[src/sv/tlptw_pkg.sv]
`timescale 1ns / 1ps

package tlptw_pkg;

  // Item opcodes
  typedef enum logic {
    OP_TRANSLATE = 1'b0,
    OP_REPLY     = 1'b1
  } tlptw_op_e;

  // Result kinds
  typedef enum logic [1:0] {
    KIND_READ  = 2'd0,
    KIND_WRITE = 2'd1,
    KIND_DONE  = 2'd2,
    KIND_FAULT = 2'd3
  } tlptw_kind_e;

  // Access kind that counts as a write
  localparam logic [1:0] ACC_WRITE = 2'd1;

  // Configuration register indexes
  localparam logic [1:0] REG_PAGING_ENABLE  = 2'd0;
  localparam logic [1:0] REG_WRITE_PROTECT  = 2'd1;
  localparam logic [1:0] REG_LARGE_PAGES    = 2'd2;
  localparam logic [1:0] REG_DIRECTORY_BASE = 2'd3;

  // Address split
  localparam int unsigned DIR_SHIFT  = 22;
  localparam int unsigned PAGE_SHIFT = 12;
  localparam int unsigned IDX_BITS   = 10;
  localparam int unsigned ENTRY_SIZE = 4;

  // Entry bits
  localparam int unsigned BIT_P  = 0;
  localparam int unsigned BIT_RW = 1;
  localparam int unsigned BIT_US = 2;
  localparam int unsigned BIT_A  = 5;
  localparam int unsigned BIT_D  = 6;
  localparam int unsigned BIT_PS = 7;

  localparam logic [31:0] MASK_A = 32'h1 << BIT_A;
  localparam logic [31:0] MASK_D = 32'h1 << BIT_D;

  typedef struct packed {
    logic        paging_enable;
    logic        write_protect;
    logic        large_pages_enable;
    logic [19:0] directory_base;
  } tlptw_cfg_t;

  typedef struct packed {
    tlptw_op_e   opcode;
    logic [31:0] linear_address;
    logic [1:0]  access_kind;
    logic        user_mode;
    logic [31:0] reply_data;
  } tlptw_req_t;

  typedef struct packed {
    tlptw_kind_e kind;
    logic [31:0] address;
    logic [31:0] write_data;
    logic        writable;
    logic [2:0]  fault_code;
    logic        large_page;
    logic        last;
  } tlptw_res_t;

  // One classified item: optional entry write-backs, then the final result
  typedef struct packed {
    logic        dir_wb;
    logic [31:0] dir_addr;
    logic [31:0] dir_data;
    logic        leaf_wb;
    logic [31:0] leaf_addr;
    logic [31:0] leaf_data;
    tlptw_res_t  fin;
  } tlptw_job_t;

endpackage

[src/sv/tlptw_fifo.sv]
`timescale 1ns / 1ps

module tlptw_fifo import tlptw_pkg::*; #(
  parameter int unsigned DEPTH = 2
) (
  input  logic       clk_i,
  input  logic       rst_ni,
  input  logic       push_i,
  input  tlptw_job_t job_i,
  output logic       full_o,
  input  logic       pop_i,
  output logic       valid_o,
  output tlptw_job_t job_o
);

  localparam int unsigned PTR_W = (DEPTH > 1) ? $clog2(DEPTH) : 1;
  localparam int unsigned CNT_W = $clog2(DEPTH + 1);

  tlptw_job_t       mem_q [DEPTH];
  logic [PTR_W-1:0] wr_ptr_q, wr_ptr_d;
  logic [PTR_W-1:0] rd_ptr_q, rd_ptr_d;
  logic [CNT_W-1:0] cnt_q, cnt_d;
  logic             do_push, do_pop;

  assign full_o  = (cnt_q == CNT_W'(DEPTH));
  assign valid_o = (cnt_q != '0);
  assign job_o   = mem_q[rd_ptr_q];
  assign do_push = push_i && !full_o;
  assign do_pop  = pop_i && valid_o;

  // Pointer and fill count update
  always_comb begin
    wr_ptr_d = wr_ptr_q;
    rd_ptr_d = rd_ptr_q;
    cnt_d    = cnt_q;
    if (do_push) begin
      wr_ptr_d = (wr_ptr_q == PTR_W'(DEPTH - 1)) ? '0 : wr_ptr_q + 1'b1;
    end
    if (do_pop) begin
      rd_ptr_d = (rd_ptr_q == PTR_W'(DEPTH - 1)) ? '0 : rd_ptr_q + 1'b1;
    end
    if (do_push && !do_pop) begin
      cnt_d = cnt_q + 1'b1;
    end else if (do_pop && !do_push) begin
      cnt_d = cnt_q - 1'b1;
    end
  end

  always_ff @(posedge clk_i or negedge rst_ni) begin
    if (!rst_ni) begin
      wr_ptr_q <= '0;
      rd_ptr_q <= '0;
      cnt_q    <= '0;
    end else begin
      wr_ptr_q <= wr_ptr_d;
      rd_ptr_q <= rd_ptr_d;
      cnt_q    <= cnt_d;
    end
  end

  // Storage
  always_ff @(posedge clk_i) begin
    if (do_push) begin
      mem_q[wr_ptr_q] <= job_i;
    end
  end

endmodule

[config.mk]
export PLATFORM = sky130hd
export DESIGN_NAME = tlptw_fifo
export DESIGN_NICKNAME = d
export VERILOG_FILES = /design/src/sv/tlptw_pkg.sv /design/src/sv/tlptw_fifo.sv
export SDC_FILE = /design/constraint.sdc
export NUM_CORES = 1
export LEC_CHECK = 0
export BUFFER_PORTS_ARGS = -buffer_cell sky130_fd_sc_hd__buf_2
export CELL_PAD_IN_SITES_DETAIL_PLACEMENT = 1
export CELL_PAD_IN_SITES_GLOBAL_PLACEMENT = 1
export CORE_ASPECT_RATIO = 0.7
export CORE_UTILIZATION = 40
export CTS_CLUSTER_SIZE = 40
export DETAILED_ROUTE_END_ITERATION = 16
export PLACE_DENSITY = 0.81
export SLEW_MARGIN = 20
export SYNTH_ARGS = -nofsm -noshare
export SYNTH_HDL_FRONTEND = slang
export SYNTH_SLANG_ARGS = --single-unit
[constraint.sdc]
create_clock -name clk_i -period 9.8 [get_ports clk_i]
set_input_delay 1.47 -clock clk_i [delete_from_list [all_inputs] [get_ports clk_i]]
set_output_delay 1.47 -clock clk_i [all_outputs]
set_load 0.02 [all_outputs]
==> impl_metrics.toml <==
[die]
dieWidth_um = 237
die_area_um2 = 39500
core_area_um2 = 37600
io_pins = 410
row_count = 59
initial_core_util_pct = 41.1
die_h_um = 167

[detailed_routing]
routed_wl_mm = 35.1
avgRoutedWirePerCell_um = 21.9
drt_iter0_drc = 406
drtPass1Iterations = 4
vias = 7642
ant_nets = 0
drc = 0
vias_per_cell = 4.77

[sta]
rsz0062_at_grt = "no"
max_freq_mhz = 237
tns_ns = 0
worst_clock_skew_ns = 0.0165
tightest_slew_ns = 1.19
finalSetupViolations = 0
period_needed_ns = 4.22
drv_slew = 0
maxSlewHeadroom_pct = 20.7
fin_crit_sh_pct = 43.0
hold_ws_ns = 0.512
finalHoldViolCount = 0

[critical_path]
cp_num_buf_inv = 2
endpoint_kind = "output pin"
critPathMaxStageDelay_ns = 0.88
cp.arrival_ns = 2.75
crit_type = "reg -> out"
crit_chain = "buf_4, mux2_2, buf_2"
crit_fanout = 57
startpoint_type = "register"
reg2reg_depth = 5
required_ns = 8.33
cp_slowest_cell = "buf_4"
critPathTopFamily = "buffers and inverters"
r2r_start = "cnt_q[0]$_DFFE_PN0P_"
startpoint = "rd_ptr_q$_DFFE_PN0P_"
crit_cells = 3

[global_route]
grt_pass1_wl_mm = 52.2
antenna_found_initial = 5
grt_pass1_vias = 8459
grt_max_degree = 121
overflow = 0
track_usage_pct = 17.5

[final_layout]
final_cell_mix = "409 x buf_2, 404 x edfxtp_1, 170 x mux2_4, 41 x clkbuf_16, 32 x mux2_2"
fin_nets = 1291
fillCellCount = 3542
final_common_cell = "buf_2"
layout-drive-gt1-share_pct = 60.7
area_delta_synth_final_pct = 24.1

[power]
ir_worst_vdd_mv = 0.243
power_density_nw_per_um2 = 321
p_leak_uw = 0.00762
total_power_uw = 6170

[synth]
ys_types = 16
synthCells = 648
synth_area_um2 = 15500
synth_seq_cells = 408
seq_area_frac_synth_pct = 79.0
syn_area_per_cell_um2 = 23.9
syn-num-nets = 855
synth_warnings = 0

[cts]
cts_root_buffer = "clkbuf_16"
numCtsBuffers = 40
cts_tree = "yes"
cts_resized = 0
path_clk_slew_ns = 0.06
cts_max_level = 2
clockBufferDepth = 3
cts_hold_buf = 0
clock-sinks = 408
clkLatencyLatePin_ns = 0.53
post-cts-setup-buffer-count = 0

[worst_hold_path]
hold_class = "reg -> reg"
min_path_cells = 1
min_from = "cnt_q[1]$_DFFE_PN0P_"

[placed_design]
gp_congestion = 0.731
portBuffers = 409
dpl.hpwl_mm = 23.7

[job]
cap_violations = 0

[outcome]
status = "finished clean"
-- path summary, 6_finish.rpt --
path | slack (ns) | endpoint
hold reg to reg | 0.51 | cnt_q[1]$_DFFE_PN0P_
max in group asynchronous | 8.91 | rd_ptr_q$_DFFE_PN0P_
setup reg to reg | 6.71 | mem_q[0][159]$_DFFE_PP_
setup / recovery | 5.58 | job_o[186]
hold / removal | 0.51 | cnt_q[1]$_DFFE_PN0P_
min in group asynchronous | 0.74 | wr_ptr_q$_DFFE_PN0N_
-- state kept, by name (all words and copies together) (netlist names) --
register	flops
mem_q	404
rd_ptr_q	1
cnt_q	2
wr_ptr_q	1
-- layer usage --
metal / up-vias / GRT usage, % / routed length, um
met5: - / 0 / 31
met1: 3880 / 21.1 / 14100
met4: 4 / 4.63 / 702
li1: 3453 / - / -
met3: 55 / 4.97 / 2300
met2: 250 / 30.7 / 18100
-- power by group --
group          total, uW  internal (uW)  switching, uW
clock network       1440            818            627
logic               2200            931           1270
registers           2520           2390            129
-- cells by family after synthesis --
group,Yosys count,synth area share [%]
DFF,408,79.0
muxes,202,18.8
buffers and inverters,25,1.62
and+or+nand+nor,7,0.218
xor gates and xnor gates,5,0.283
adders and majority gates,1,0.0808
-- per-stage QoR --
stage	instances	setup slack, ns	area (um2)	util (%)
2_1_floorplan	648	2.52	15500	-
3_3_place_gp	1529	5.74	18000	47.8
3_5_place_dp	1529	5.70	18000	47.8
4_1_cts	1598	5.51	19200	50.9
5_1_grt	1601	5.43	19200	51.0
6_report	1602	5.58	19200	51.0
-- area by class of cell --
cell class              count  area, um2  area share, %
clock buffers              51       1060           5.53
multi-input cells         215       3020           15.7
inverters                   2       7.51         0.0391
well taps                 488        611           3.18
repair buffers            417       2140           11.1
diodes                      3       7.51         0.0391
clock inverters            18        136          0.710
flip-flops and latches    408      12200           63.7
-- synth_stat cells --
cell      instances  area share [%]
inv_1             2           0.048
or2_2             1           0.040
xnor2_1           3            0.17
ha_1              1           0.081
buf_6            19             1.4
buf_2             3           0.097
xor2_1            2            0.11
nor2_1            2           0.048
nand2b_1          1           0.040
mux2_4          170              16
buf_8             1           0.097
nand2_1           2           0.048
mux2_2           32             2.3
dfrtp_1           4            0.65
edfxtp_1        404              78
and3_1            1           0.040
(Power assumes the default switching activity.)
