$ cat config.mk
export PLATFORM = sky130hd
export DESIGN_NAME = tlptw_back_flat
export DESIGN_NICKNAME = d
export VERILOG_FILES = /design/src/sv/tlptw_pkg.sv /design/src/sv/tlptw_stream_if.sv /design/src/sv/tlptw_back.sv /design/src/flat_wrapper.sv
export SDC_FILE = /design/constraint.sdc
export NUM_CORES = 1
export LEC_CHECK = 0
export BUFFER_PORTS_ARGS = -buffer_cell sky130_fd_sc_hd__buf_4
export CAP_MARGIN = 20
export CORE_AREA = 2 2 82 84
export DETAILED_ROUTE_END_ITERATION = 6
export DIE_AREA = 0 0 84 86
export PLACE_DENSITY = 0.53
export SLEW_MARGIN = 20
export SYNTH_ARGS = -nofsm -noshare
export SYNTH_HDL_FRONTEND = slang
export SYNTH_SLANG_ARGS = --single-unit
$ cat constraint.sdc
create_clock -name clk_i -period 1.5 [get_ports clk_i]
set_clock_uncertainty 0.15 [all_clocks]
set_input_delay 0.225 -clock clk_i [delete_from_list [all_inputs] [get_ports clk_i]]
set_output_delay 0.225 -clock clk_i [all_outputs]
set_load 0.05 [all_outputs]
$ cat src/sv/tlptw_pkg.sv
`timescale 1ns / 1ps

package tlptw_pkg;

  // Item opcodes
  typedef enum logic {
    OP_TRANSLATE = 1'b0,
    OP_REPLY     = 1'b1
  } tlptw_op_e;

  // Result kinds
  typedef enum logic [1:0] {
    KIND_READ  = 2'd0,
    KIND_WRITE = 2'd1,
    KIND_DONE  = 2'd2,
    KIND_FAULT = 2'd3
  } tlptw_kind_e;

  // Access kind that counts as a write
  localparam logic [1:0] ACC_WRITE = 2'd1;

  // Configuration register indexes
  localparam logic [1:0] REG_PAGING_ENABLE  = 2'd0;
  localparam logic [1:0] REG_WRITE_PROTECT  = 2'd1;
  localparam logic [1:0] REG_LARGE_PAGES    = 2'd2;
  localparam logic [1:0] REG_DIRECTORY_BASE = 2'd3;

  // Address split
  localparam int unsigned DIR_SHIFT  = 22;
  localparam int unsigned PAGE_SHIFT = 12;
  localparam int unsigned IDX_BITS   = 10;
  localparam int unsigned ENTRY_SIZE = 4;

  // Entry bits
  localparam int unsigned BIT_P  = 0;
  localparam int unsigned BIT_RW = 1;
  localparam int unsigned BIT_US = 2;
  localparam int unsigned BIT_A  = 5;
  localparam int unsigned BIT_D  = 6;
  localparam int unsigned BIT_PS = 7;

  localparam logic [31:0] MASK_A = 32'h1 << BIT_A;
  localparam logic [31:0] MASK_D = 32'h1 << BIT_D;

  typedef struct packed {
    logic        paging_enable;
    logic        write_protect;
    logic        large_pages_enable;
    logic [19:0] directory_base;
  } tlptw_cfg_t;

  typedef struct packed {
    tlptw_op_e   opcode;
    logic [31:0] linear_address;
    logic [1:0]  access_kind;
    logic        user_mode;
    logic [31:0] reply_data;
  } tlptw_req_t;

  typedef struct packed {
    tlptw_kind_e kind;
    logic [31:0] address;
    logic [31:0] write_data;
    logic        writable;
    logic [2:0]  fault_code;
    logic        large_page;
    logic        last;
  } tlptw_res_t;

  // One classified item: optional entry write-backs, then the final result
  typedef struct packed {
    logic        dir_wb;
    logic [31:0] dir_addr;
    logic [31:0] dir_data;
    logic        leaf_wb;
    logic [31:0] leaf_addr;
    logic [31:0] leaf_data;
    tlptw_res_t  fin;
  } tlptw_job_t;

endpackage

$ cat src/sv/tlptw_stream_if.sv
`timescale 1ns / 1ps

interface tlptw_stream_if #(
  parameter type T = logic
) ();
  logic valid;
  logic ready;
  T     data;

  modport source (output valid, output data, input ready);
  modport sink   (input valid, input data, output ready);
endinterface

$ cat src/sv/tlptw_back.sv
`timescale 1ns / 1ps

module tlptw_back import tlptw_pkg::*; (
  input  logic       clk_i,
  input  logic       rst_ni,
  input  logic       job_valid_i,
  input  tlptw_job_t job_i,
  output logic       pop_o,
  tlptw_stream_if.source res_if
);

  tlptw_job_t job_q, job_d;
  logic       job_valid_q, job_valid_d;
  logic       dir_pend_q, dir_pend_d;
  logic       leaf_pend_q, leaf_pend_d;
  tlptw_res_t out_q, out_d;
  logic       out_valid_q, out_valid_d;

  logic       load;
  logic       fin_step;
  logic       take;
  tlptw_res_t next_res;

  assign res_if.valid = out_valid_q;
  assign res_if.data  = out_q;

  // Output register frees when empty or taken
  assign load     = !out_valid_q || res_if.ready;
  assign fin_step = job_valid_q && load && !dir_pend_q && !leaf_pend_q;
  assign take     = !job_valid_q || fin_step;
  assign pop_o    = take && job_valid_i;

  // Pick the next result of the current job
  always_comb begin
    next_res = '0;
    priority if (dir_pend_q) begin
      next_res.kind       = KIND_WRITE;
      next_res.address    = job_q.dir_addr;
      next_res.write_data = job_q.dir_data;
    end else if (leaf_pend_q) begin
      next_res.kind       = KIND_WRITE;
      next_res.address    = job_q.leaf_addr;
      next_res.write_data = job_q.leaf_data;
    end else begin
      next_res = job_q.fin;
    end
  end

  // Job sequencing
  always_comb begin
    job_d       = job_q;
    job_valid_d = job_valid_q;
    dir_pend_d  = dir_pend_q;
    leaf_pend_d = leaf_pend_q;
    out_d       = out_q;
    out_valid_d = out_valid_q;

    if (load) begin
      out_valid_d = job_valid_q;
      if (job_valid_q) begin
        out_d = next_res;
      end
    end

    if (take) begin
      job_valid_d = job_valid_i;
      if (job_valid_i) begin
        job_d       = job_i;
        dir_pend_d  = job_i.dir_wb;
        leaf_pend_d = job_i.leaf_wb;
      end
    end else if (load) begin
      if (dir_pend_q) begin
        dir_pend_d = 1'b0;
      end else begin
        leaf_pend_d = 1'b0;
      end
    end
  end

  always_ff @(posedge clk_i or negedge rst_ni) begin
    if (!rst_ni) begin
      job_valid_q <= 1'b0;
      dir_pend_q  <= 1'b0;
      leaf_pend_q <= 1'b0;
      out_valid_q <= 1'b0;
    end else begin
      job_valid_q <= job_valid_d;
      dir_pend_q  <= dir_pend_d;
      leaf_pend_q <= leaf_pend_d;
      out_valid_q <= out_valid_d;
    end
  end

  // Payload
  always_ff @(posedge clk_i) begin
    job_q <= job_d;
    out_q <= out_d;
  end

endmodule

$ cat src/flat_wrapper.sv
// flat-port wrapper written by rule: the top's interface ports become plain ports
module tlptw_back_flat import tlptw_pkg::*;
  (clk_i, rst_ni, job_valid_i, job_i, pop_o, res_if_valid, res_if_data, res_if_ready);
  tlptw_stream_if res_if_i ();
  input  logic clk_i;
  input  logic rst_ni;
  input  logic job_valid_i;
  input  tlptw_job_t job_i;
  output logic pop_o;
  output wire logic [$bits(res_if_i.valid)-1:0] res_if_valid;
  output wire logic [$bits(res_if_i.data)-1:0] res_if_data;
  input wire logic [$bits(res_if_i.ready)-1:0] res_if_ready;
  assign res_if_valid = res_if_i.valid;
  assign res_if_data = res_if_i.data;
  assign res_if_i.ready = res_if_ready;
  tlptw_back u_core (.clk_i(clk_i), .rst_ni(rst_ni), .job_valid_i(job_valid_i), .job_i(job_i), .pop_o(pop_o), .res_if(res_if_i));
endmodule
==> flow_metrics.py <==
metrics = {
    "run_status": {
        "status": "complete, but fails checks",
        "violations": "setup timing",
    },
    "setup_path": {
        "r2r-start": "u_core.res_if.valid",
        "slowest_delay_ns": 0.39,
        "cp_max_fo": 5,
        "rr_worst_depth": 5,
        "r2r-end": "u_core.job_q[0]",
        "worstPathCellList": "nor2b_4, o31ai_4, and2_4, buf_8",
        "end_kind": "output port",
        "critPathLaunchType": "flop",
        "cp.required_ns": 1.12,
        "slowest_stage": "dfrtp_2",
        "arrival_ns": 1.27,
        "critPathKind": "flop to output port",
        "ff2ff_setup_slack_ns": -0.01,
    },
    "global_route": {
        "antenna_found_initial": 0,
        "grt_usage_pct": 2.07,
        "grt_pass1_vias": 240,
        "grt_pass1_wl_um": 1140,
        "grt-ovfl-total": 0,
        "grt_start_max_net_pins": 6,
    },
    "drt": {
        "drtPass1Iterations": 5,
        "drt_iter0_drc": 4,
        "antenna_left": 0,
        "drc": 0,
        "via_count": 237,
        "wirelength_um": 647,
        "viasPerCell": 2.06,
        "wl_per_cell_um": 5.63,
    },
    "yosys": {
        "synth_cell_types": 13,
        "synthCells": 20,
        "yosys.area.top_type_share_pct": 39.4,
        "yosysSeqAreaShare_pct": 63.1,
        "synth_seq_cells": 6,
        "avgSynthCellArea_um2": 12.7,
        "yosys_warnings": 0,
        "yosysTopAreaCell": "dfrtp_1",
        "synth_area_leaders": "dfrtp_1 (39%), edfxtp_1 (24%), a32o_1 (7.9%), and2_1 (4.9%), nand2b_1 (4.9%)",
        "synth_nets": 226,
        "netlist_area_um2": 254,
    },
    "floorplanning": {
        "dieHeight_um": 86,
        "die_area_mm2": 0.00722,
        "initial_utilization_pct": 4.05,
        "coreArea_mm2": 0.00628,
        "pin_count": 209,
        "die_x_um": 84,
        "rows": 29,
    },
    "clock_network": {
        "cts_buffers": 3,
        "h-tree-depth": 1,
        "cts_root_buf": "clkbuf_8",
        "cts.sinks": 6,
        "cts_tree": "done",
        "clock_path_buffers": 2,
        "clk_pin_slew_ns": 0.04,
        "clk_latency_ns": 0.23,
    },
    "min_path": {
        "hold_end": "u_core.job_q[0]",
        "hold_depth": 1,
        "hp-start": "job_i[0]",
        "worstHoldPathType": "input port to flop",
    },
    "timing": {
        "hold_viol": 0,
        "grt_setup_unrepaired": "true",
        "holdWs_ns": 0.0259,
        "tightest_slew_ns": 0.182,
        "layout_min_cycle_time_ns": 1.65,
        "finalCritPeriodShare_pct": 110,
        "setup_violations": 2,
        "setup_slack_ns": -0.148,
        "slew_violations": 0,
        "max_freq_ghz": 0.607,
        "relSlewSlack_pct": 87.9,
    },
    "placed_design": {
        "dp_hpwl_um": 502,
        "port_buffers": 9,
        "gp_congestion": 0.729,
        "place_inst": 107,
    },
    "cells_and_area": {
        "mostFrequentLayoutCell": "buf_4",
        "final-instance-count-excl-fill": 115,
        "num_antenna_cells": 0,
        "drive_gt1_share_pct": 55.3,
        "nFillCells": 720,
        "final_cell_mix": "buf_4 (12), clkbuf_8 (3), dfrtp_1 (3)",
        "area.growth.synth_to_final_pct": 111,
        "final_net_count": 245,
    },
    "run": {
        "max_cap_violations": 0,
    },
    "pwr": {
        "leakagePower_nw": 0.206,
        "cellPowerDensity_mw_per_mm2": 1560,
        "vdd_drop_max_mv": 0.510,
    },
}
-- critical path: cells and delay by family (launching register included) --
kind                   cells  cell delay, ns
and+or+nand+nor            2            0.33
buffers and inverters      1            0.14
DFF                        1            0.39
AOI/OAI and AO/OA          1            0.18
-- Yosys cell counts --
cell type,number
nand2b_1,2
and2_1,2
dfrtp_1,4
edfxtp_1,2
nor3b_1,1
nor2b_1,1
nor2_1,1
a32o_1,2
o31ai_1,1
o21a_1,1
inv_1,1
or2_2,1
or3_1,1
-- state kept, by name (all words and copies together) (netlist names) --
name                 count
u_core.dir_pend_q        1
u_core.job_q             1
u_core.job_valid_q       1
u_core.leaf_pend_q       1
u_core.res_if.data       1
u_core.res_if.valid      1
-- kinds of logic (layout without fill, tap and decap cells) --
kind of cell           Yosys count  count (layout)  share of synthesized area [%]
flip-flops                       6               6                           63.1
AO/OA/AOI/OAI                    4               4                           13.8
AND/OR/NAND/NOR                  9               9                           21.7
buffers and inverters            1              19                           1.48
-- per-layer routing --
metal | wire (um) | vias up | global-route usage, %
met5 | 0 | - | 0
met2 | 273 | 12 | 2.91
met4 | 8 | 0 | 0.880
li1 | - | 109 | -
met1 | 304 | 114 | 2.60
met3 | 59 | 2 | 1.15
-- power breakdown --
part	internal, mW	leakage [nW]	switching, mW	total, mW
Combinational	0.158	0.118	0.146	0.304
Sequential	0.222	0.0646	0.0465	0.269
Clock	0.183	0.0228	0.0776	0.261
-- through the flow --
step	worst slack (ns)	TNS (ns)	area [um^2]	total power, mW	util (%)
2_1_floorplan	-0.166	-0.244	279	0.443	-
3_3_place_gp	0.000720	0	450	0.537	7.18
3_5_place_dp	0.00366	0	450	0.537	7.18
4_1_cts	-0.164	-0.164	528	0.841	8.41
5_1_grt	-0.220	-0.297	536	0.886	8.53
6_report	-0.148	-0.162	536	0.833	8.53
-- cell type report --
class                   instances  area (um^2)  area share, %
inverters                       1         3.75          0.701
multi-input cells              13          114           21.3
well taps                      77         96.3           18.0
repair buffers                 14          115           21.5
flip-flops and latches          6          161           30.1
clock buffers                   4         45.0           8.41
-- worst max path at each step --
stage          cells past startpoint  slack [ns]              end                 from
2_1_floorplan                      3       -0.17  u_core.job_q[0]  u_core.res_if.valid
3_3_place_gp                       4      0.0007            pop_o  u_core.res_if.valid
3_5_place_dp                       4       0.004            pop_o  u_core.res_if.valid
4_1_cts                            4       -0.16            pop_o  u_core.res_if.valid
5_1_grt                            4       -0.22            pop_o  u_core.res_if.valid
6_report                           4       -0.15            pop_o  u_core.res_if.valid
-- what timing repair did --
action,in CTS,in global routing
pin swaps,2,1
setup buffers,2,1
hold buffers,1,0
setup endpoints to repair,1,1
hold endpoints to repair,4,0
resized for setup,2,0
Power figures use the tool's default switching activity.
